[src/design/tse_ram.sv]
module tse_ram #(
  parameter int WIDTH = 8,
  parameter int DEPTH = 16
) (
  input  logic                                   clk,
  input  logic                                   we,
  input  logic [((DEPTH > 1) ? $clog2(DEPTH) : 1)-1:0] waddr,
  input  logic [WIDTH-1:0]                       wdata,
  input  logic [((DEPTH > 1) ? $clog2(DEPTH) : 1)-1:0] raddr,
  output logic [WIDTH-1:0]                       rdata
);

  logic [WIDTH-1:0] mem [DEPTH];

  // Write port and registered read port
  always_ff @(posedge clk) begin
    if (we) begin
      mem[waddr] <= wdata;
    end
    rdata <= mem[raddr];
  end

endmodule

[config.mk]
export PLATFORM = sky130hd
export DESIGN_NAME = tse_ram
export DESIGN_NICKNAME = d
export VERILOG_FILES = /design/src/design/tse_ram.sv
export SDC_FILE = /design/constraint.sdc
export NUM_CORES = 1
export LEC_CHECK = 0
export BUFFER_PORTS_ARGS = -buffer_cell sky130_fd_sc_hd__buf_2
export CORE_UTILIZATION = 40
export CTS_CLUSTER_DIAMETER = 100
export CTS_CLUSTER_SIZE = 28
export DETAILED_ROUTE_END_ITERATION = 10
export GPL_TIMING_DRIVEN = 0
export PLACE_DENSITY_LB_ADDON = 0.15
export SLEW_MARGIN = 10
export SYNTH_ARGS = -nofsm -noshare
export SYNTH_HDL_FRONTEND = slang
export SYNTH_SLANG_ARGS = --single-unit
[constraint.sdc]
create_clock -name clk -period 3.7 [get_ports clk]
set_input_delay 0.185 -clock clk [delete_from_list [all_inputs] [get_ports clk]]
set_output_delay 0.185 -clock clk [all_outputs]
set_load 0.02 [all_outputs]
==> flow_metrics.py, run 1 <==
metrics = {
    "outcome": {
        "status": "complete, no violations",
    },
    "worst_hold_path": {
        "holdCritStartpoint": "wdata[5]",
        "hp-class": "input pin to flop",
        "min_path_cells": 1,
        "min_to": "mem[5][5]$_DFFE_PP_",
    },
    "cells_and_area": {
        "fin_nets": 290,
        "num_antenna_cells": 0,
        "drive_gt1_share_pct": 30.5,
        "final_common_cell": "edfxtp_1",
        "syn2layout_area_growth_pct": 17.4,
        "fin_util_pct": 48.1,
        "fin_cells": 457,
        "final_cell_mix": "edfxtp_1 (128), buf_2 (27), mux4_2 (18)",
    },
    "sta": {
        "rsz0062_at_grt": "false",
        "hold_ws_ns": 0.182,
        "setup_viol": 0,
        "setup_tns_ns": 0,
        "fin_crit_sh_pct": 40.4,
        "worst_pin_slew_ns": 0.805,
        "max-slew-margin-rel_pct": 46.1,
        "clock.fmax_mhz": 669,
        "period_minus_slack_ns": 1.49,
        "hold_viol": 0,
        "clock_skew_ns": 0.00974,
        "slew_violations": 0,
    },
    "setup_path": {
        "path_class": "flop to flop",
        "crit_arrival_ns": 1.77,
        "reg2reg_depth": 3,
        "critPathBufInv": 0,
        "rr_endpoint": "rdata[3]$_DFF_P_",
        "crit_path_end_kind": "flop",
        "r2r_slack_ns": 2.21,
        "cpPeakStageDelay_ns": 0.55,
        "path_delay_family": "multiplexers",
        "start_kind": "flop",
        "crit_fanout": 1,
        "cp_num_cells": 3,
        "crit_slowest_cell": "mux4_1",
        "required_ns": 3.98,
        "crit_chain": "mux4_1 > a22oi_1 > nand2_1",
        "regToRegStartpoint": "mem[1][3]$_DFFE_PP_",
    },
    "power": {
        "leakagePower_nw": 1.99,
        "power_density_nw_per_um2": 567,
        "vdd_drop_max_mv": 0.341,
        "finalPower_mw": 3.42,
    },
    "routing": {
        "drtIter0Drc": 179,
        "wire_per_inst_um": 21.9,
        "viasPerCell": 5.06,
        "drt_pass1_iterations": 5,
        "drcViolationCount": 0,
        "routed-via-count": 2313,
        "drt.antenna.violating_nets": 0,
        "wirelength_mm": 10.0,
    },
    "global_routing": {
        "antenna_found_initial": 0,
        "met1_usage_pct": 23.2,
        "grt_use_met3_pct": 5.44,
        "overflow": 0,
        "grtUsageMet2_pct": 26.1,
        "grtUsageTotal_pct": 17.0,
        "busiest_layer": "met2",
        "grt_start_max_net_pins": 17,
        "grt_pass1_wl_mm": 15.0,
        "grt_pass1_vias": 2394,
    },
    "yosys": {
        "syn_nets": 247,
        "yosys-top-cells-area": "edfxtp_1 (75%), mux4_2 (7.9%), mux4_1 (7.1%)",
        "syn_area_um2": 5150,
        "synth_top_area_share_pct": 74.7,
        "synth_top_area_cell": "edfxtp_1",
        "syn_inst": 229,
        "ys_seq_elements": 136,
        "yosysWarningCount": 0,
        "yosys.cell_types.count": 19,
        "yosysSeqAreaShare_pct": 77.8,
        "syn_avg_cell_area_um2": 22.5,
    },
    "die": {
        "die_h_um": 115,
        "initial_core_util_pct": 41.0,
        "fp.dieArea_um2": 13300,
        "die_x_um": 115,
        "fp.coreArea_um2": 12600,
        "pin_count": 26,
        "rows": 41,
    },
    "clocking": {
        "htreeDepth": 4,
        "clk_latency_ns": 0.41,
        "clock-sinks": 136,
        "cts_resized": 0,
        "cts_tree": "done",
        "clk_path_buf_depth": 2,
        "clkTransAtPathRegs_ns": 0.06,
        "root_buffer": "clkbuf_16",
        "cts_hold_buf": 0,
        "cts_setup_buffers": 0,
        "numCtsBuffers": 17,
    },
    "placed_design": {
        "gp_congestion": 0.816,
        "portBuffers": 24,
        "post-place-cells": 425,
        "dpl.hpwl_mm": 6.36,
    },
    "run": {
        "maxCapViolCount": 0,
    },
}
==> worst register-to-register path, cell delays in order, from the launching register on <==
cell	delay (ns)
edfxtp_1	0.35
mux4_1	0.55
a22oi_1	0.38
nand2_1	0.09
==> stage by stage <==
| step | setup slack [ns] | instance area, um^2 |
|---|---|---|
| after floorplan | 2.02 | 5150 |
| after global placement | 1.46 | 5480 |
| after detailed placement | 1.38 | 5500 |
| after CTS | 1.82 | 6040 |
| after global routing | 2.13 | 6040 |
| final | 2.21 | 6040 |
==> kinds of logic after synthesis <==
logic type	Yosys count	share of synthesized area [%]
multiplexers	32	15.0
buffers and inverters	10	1.68
AND/OR/NAND/NOR	35	3.18
AO/OA/AOI/OAI	16	2.33
flip-flops	136	77.8
==> flip-flops by register name (all words and copies together), names as in the netlist <==
register and flops:
rdata 8, mem 128
==> where the power goes <==
| group | internal (mW) | leakage [nW] | switching [mW] |
|---|---|---|---|
| Clock | 0.908 | 0.251 | 0.607 |
| Combinational | 0.0686 | 0.520 | 0.108 |
| Sequential | 1.72 | 1.22 | 0.00839 |
| Total | 2.70 | 1.99 | 0.724 |
==> metal layers <==
layer | part of all wire (%) | vias up | wire length (um)
li1 | - | 1063 | -
met1 | 45 | 1180 | 4520
met2 | 48 | 66 | 4830
met3 | 6.3 | 4 | 630
met4 | 0.52 | 0 | 52
met5 | 0 | - | 0
==> Yosys cell counts (all sizes together) <==
master / number
a22oi: 16
and2: 1
and2b: 1
buf: 7
clkdlybuf4s25: 3
dfxtp: 8
edfxtp: 128
mux4: 32
nand2: 9
nand2b: 2
nand3: 1
nand3b: 2
nor2: 13
nor2b: 1
nor3: 4
or3b: 1
==> how the worst max path moves through the flow <==
stage | start | to | slack (ns)
after floorplan | waddr[2] | mem[0][0]$_DFFE_PP_ | 2.02
after global placement | waddr[2] | mem[0][3]$_DFFE_PP_ | 1.46
after detailed placement | waddr[2] | mem[0][3]$_DFFE_PP_ | 1.38
after CTS | waddr[2] | mem[0][3]$_DFFE_PP_ | 1.82
after global routing | mem[1][3]$_DFFE_PP_ | rdata[3]$_DFF_P_ | 2.13
final | mem[1][3]$_DFFE_PP_ | rdata[3]$_DFF_P_ | 2.21
==> area by class of cell <==
cell class                      instances  area [um^2]
Buffer                                 10         86.3
Clock buffer                           17          425
Clock inverter                         15          113
Fill cell                            1050         6530
Multi-Input combinational cell         83         1080
Sequential cell                       136         4000
Tap cell                              172          215
Timing Repair Buffer                   24          120
No activity file was read; power rests on OpenSTA's default activity.
==> inputs of run 2 (changes only) <==
==> constraint.sdc (replaced) <==
create_clock -name clk -period 1.53 [get_ports clk]
set_input_delay 0.0765 -clock clk [delete_from_list [all_inputs] [get_ports clk]]
set_output_delay 0.0765 -clock clk [all_outputs]
set_load 0.02 [all_outputs]
==> run 2 against run 1 <==
Against the previous run: die area stayed put; largest cell class unchanged; final cell count unchanged; worst hold slack got worse by 0.12 ns; setup slack worse by 2.1 ns; critical path depth is the same.
==> flow_metrics.py, run 2 (synthesis gave the netlist of run 1 again) <==
metrics = {
    "routing": {
        "wirelength_mm": 10.3,
        "wire_per_inst_um": 22.5,
        "drtIter0Drc": 207,
        "routed-via-count": 2364,
        "drt_pass1_iterations": 4,
        "drt.antenna.violating_nets": 0,
        "drcViolationCount": 0,
        "viasPerCell": 5.17,
    },
    "sta": {
        "clock.fmax_mhz": 679,
        "period_minus_slack_ns": 1.47,
        "slew_violations": 0,
        "worst_pin_slew_ns": 0.848,
        "setup_viol": 0,
        "max-slew-margin-rel_pct": 43.3,
        "hold_viol": 0,
        "rsz0062_at_grt": "false",
        "fin_crit_sh_pct": 96.3,
        "clock_skew_ns": 0.00575,
    },
    "placed_design": {
        "gp_congestion": 0.797,
        "post-place-cells": 425,
        "portBuffers": 24,
        "dpl.hpwl_mm": 6.55,
    },
    "worst_hold_path": {
        "min_to": "mem[14][6]$_DFFE_PP_",
        "hp-class": "input pin to flop",
        "holdCritStartpoint": "wdata[6]",
        "min_path_cells": 1,
    },
    "setup_path": {
        "crit_path_end_kind": "flop",
        "reg2reg_depth": 3,
        "critPathBufInv": 0,
        "path_class": "flop to flop",
        "crit_arrival_ns": 1.77,
        "crit_fanout": 1,
        "regToRegStartpoint": "mem[1][2]$_DFFE_PP_",
        "required_ns": 1.83,
        "path_delay_family": "multiplexers",
        "r2r_slack_ns": 0.06,
        "cpPeakStageDelay_ns": 0.56,
        "crit_chain": "mux4_1 > a22oi_1 > nand2_1",
        "rr_endpoint": "rdata[2]$_DFF_P_",
        "start_kind": "flop",
        "crit_slowest_cell": "mux4_1",
    },
    "cells_and_area": {
        "fin_cells": 457,
        "drive_gt1_share_pct": 29.8,
        "largest_register_ff_count": 128,
        "fill_cells": 1034,
        "final_cell_mix": "edfxtp_1 (128), buf_2 (27), mux4_2 (18)",
        "reg_top3": "mem (128), rdata (8)",
        "top_register": "mem",
        "syn2layout_area_growth_pct": 20.6,
        "fin_nets": 290,
        "num_antenna_cells": 0,
        "final_common_cell": "edfxtp_1",
    },
    "die": {
        "fp.coreArea_um2": 12600,
        "fp.dieArea_um2": 13300,
        "pin_count": 26,
        "die_h_um": 115,
        "rows": 41,
        "initial_core_util_pct": 41.0,
        "die_x_um": 115,
    },
    "global_routing": {
        "antenna_found_initial": 0,
        "grtUsageTotal_pct": 17.1,
        "grt_pass1_wl_mm": 15.1,
        "overflow": 0,
        "grt_pass1_vias": 2436,
        "grt_start_max_net_pins": 17,
    },
    "run": {
        "maxCapViolCount": 0,
    },
    "clocking": {
        "clock-sinks": 136,
        "cts_hold_buf": 0,
        "cts_resized": 0,
        "clk_path_buf_depth": 2,
        "clk_latency_ns": 0.42,
        "numCtsBuffers": 17,
        "cts_setup_buffers": 0,
        "cts_tree": "done",
        "htreeDepth": 4,
        "root_buffer": "clkbuf_16",
        "clkTransAtPathRegs_ns": 0.06,
    },
    "outcome": {
        "status": "complete, no violations",
    },
    "power": {
        "finalPower_mw": 9.50,
        "power_density_nw_per_um2": 1530,
        "leakagePower_nw": 2.08,
        "vdd_drop_max_mv": 0.846,
    },
}
[run 2: cell count changes in the layout (fill, tap and decap cells not counted), sizes merged]
cell | previous run | this run
bufinv | 1 | 8
inv | 0 | 1
clkbuf | 17 | 19
clkinv | 8 | 3
clkinvlp | 6 | 1
[run 2: worst max-delay path by stage]
stage,cells past startpoint,endpoint,start
after floorplan,2,mem[3][0]$_DFFE_PP_,waddr[2]
after global placement,3,mem[8][3]$_DFFE_PP_,waddr[2]
after detailed placement,3,mem[3][2]$_DFFE_PP_,waddr[2]
after CTS,3,rdata[2]$_DFF_P_,mem[1][2]$_DFFE_PP_
after global routing,3,rdata[2]$_DFF_P_,mem[1][2]$_DFFE_PP_
final,3,rdata[2]$_DFF_P_,mem[1][2]$_DFFE_PP_
[run 2: cell type report]
cell class                      instances  area [um^2]  area share, %
Buffer                                 10         86.3           1.39
Clock buffer                           19          433           6.97
Clock inverter                         13          273           4.39
Multi-Input combinational cell         83         1080           17.4
Sequential cell                       136         4000           64.5
Tap cell                              172          215           3.47
Timing Repair Buffer                   24          120           1.93
[run 2: per-stage QoR]
step	worst slack (ns)	cell area (um^2)	setup TNS (ns)	hold WS, ns	util [%]
after global routing	0.0209	6210	0	0.0646	49.4
final	0.0566	6210	0	0.0575	49.4
after detailed placement	-0.258	5500	-8.17	0.493	43.8
after floorplan	0.187	5150	0	0.175	-
after global placement	-0.460	5490	-17.83	0.492	43.7
after CTS	0.0581	6210	0	0.0567	49.4
[run 2: power breakdown]
| part | switching, mW | internal, mW | leakage, nW | total, mW |
|---|---|---|---|---|
| logic | 0.265 | 0.166 | 0.520 | 0.431 |
| clock network | 1.50 | 3.38 | 0.337 | 4.88 |
| registers | 0.0208 | 4.17 | 1.22 | 4.19 |
[run 2: layer usage]
metal | track usage [%] | vias up | wire length, um | part of all wire [%]
li1 | - | 1059 | - | -
met1 | 23.5 | 1219 | 4870 | 47
met2 | 26.5 | 70 | 4780 | 47
met3 | 4.03 | 16 | 441 | 4.3
met4 | 7.27 | 0 | 179 | 1.7
met5 | 0 | - | 0 | 0
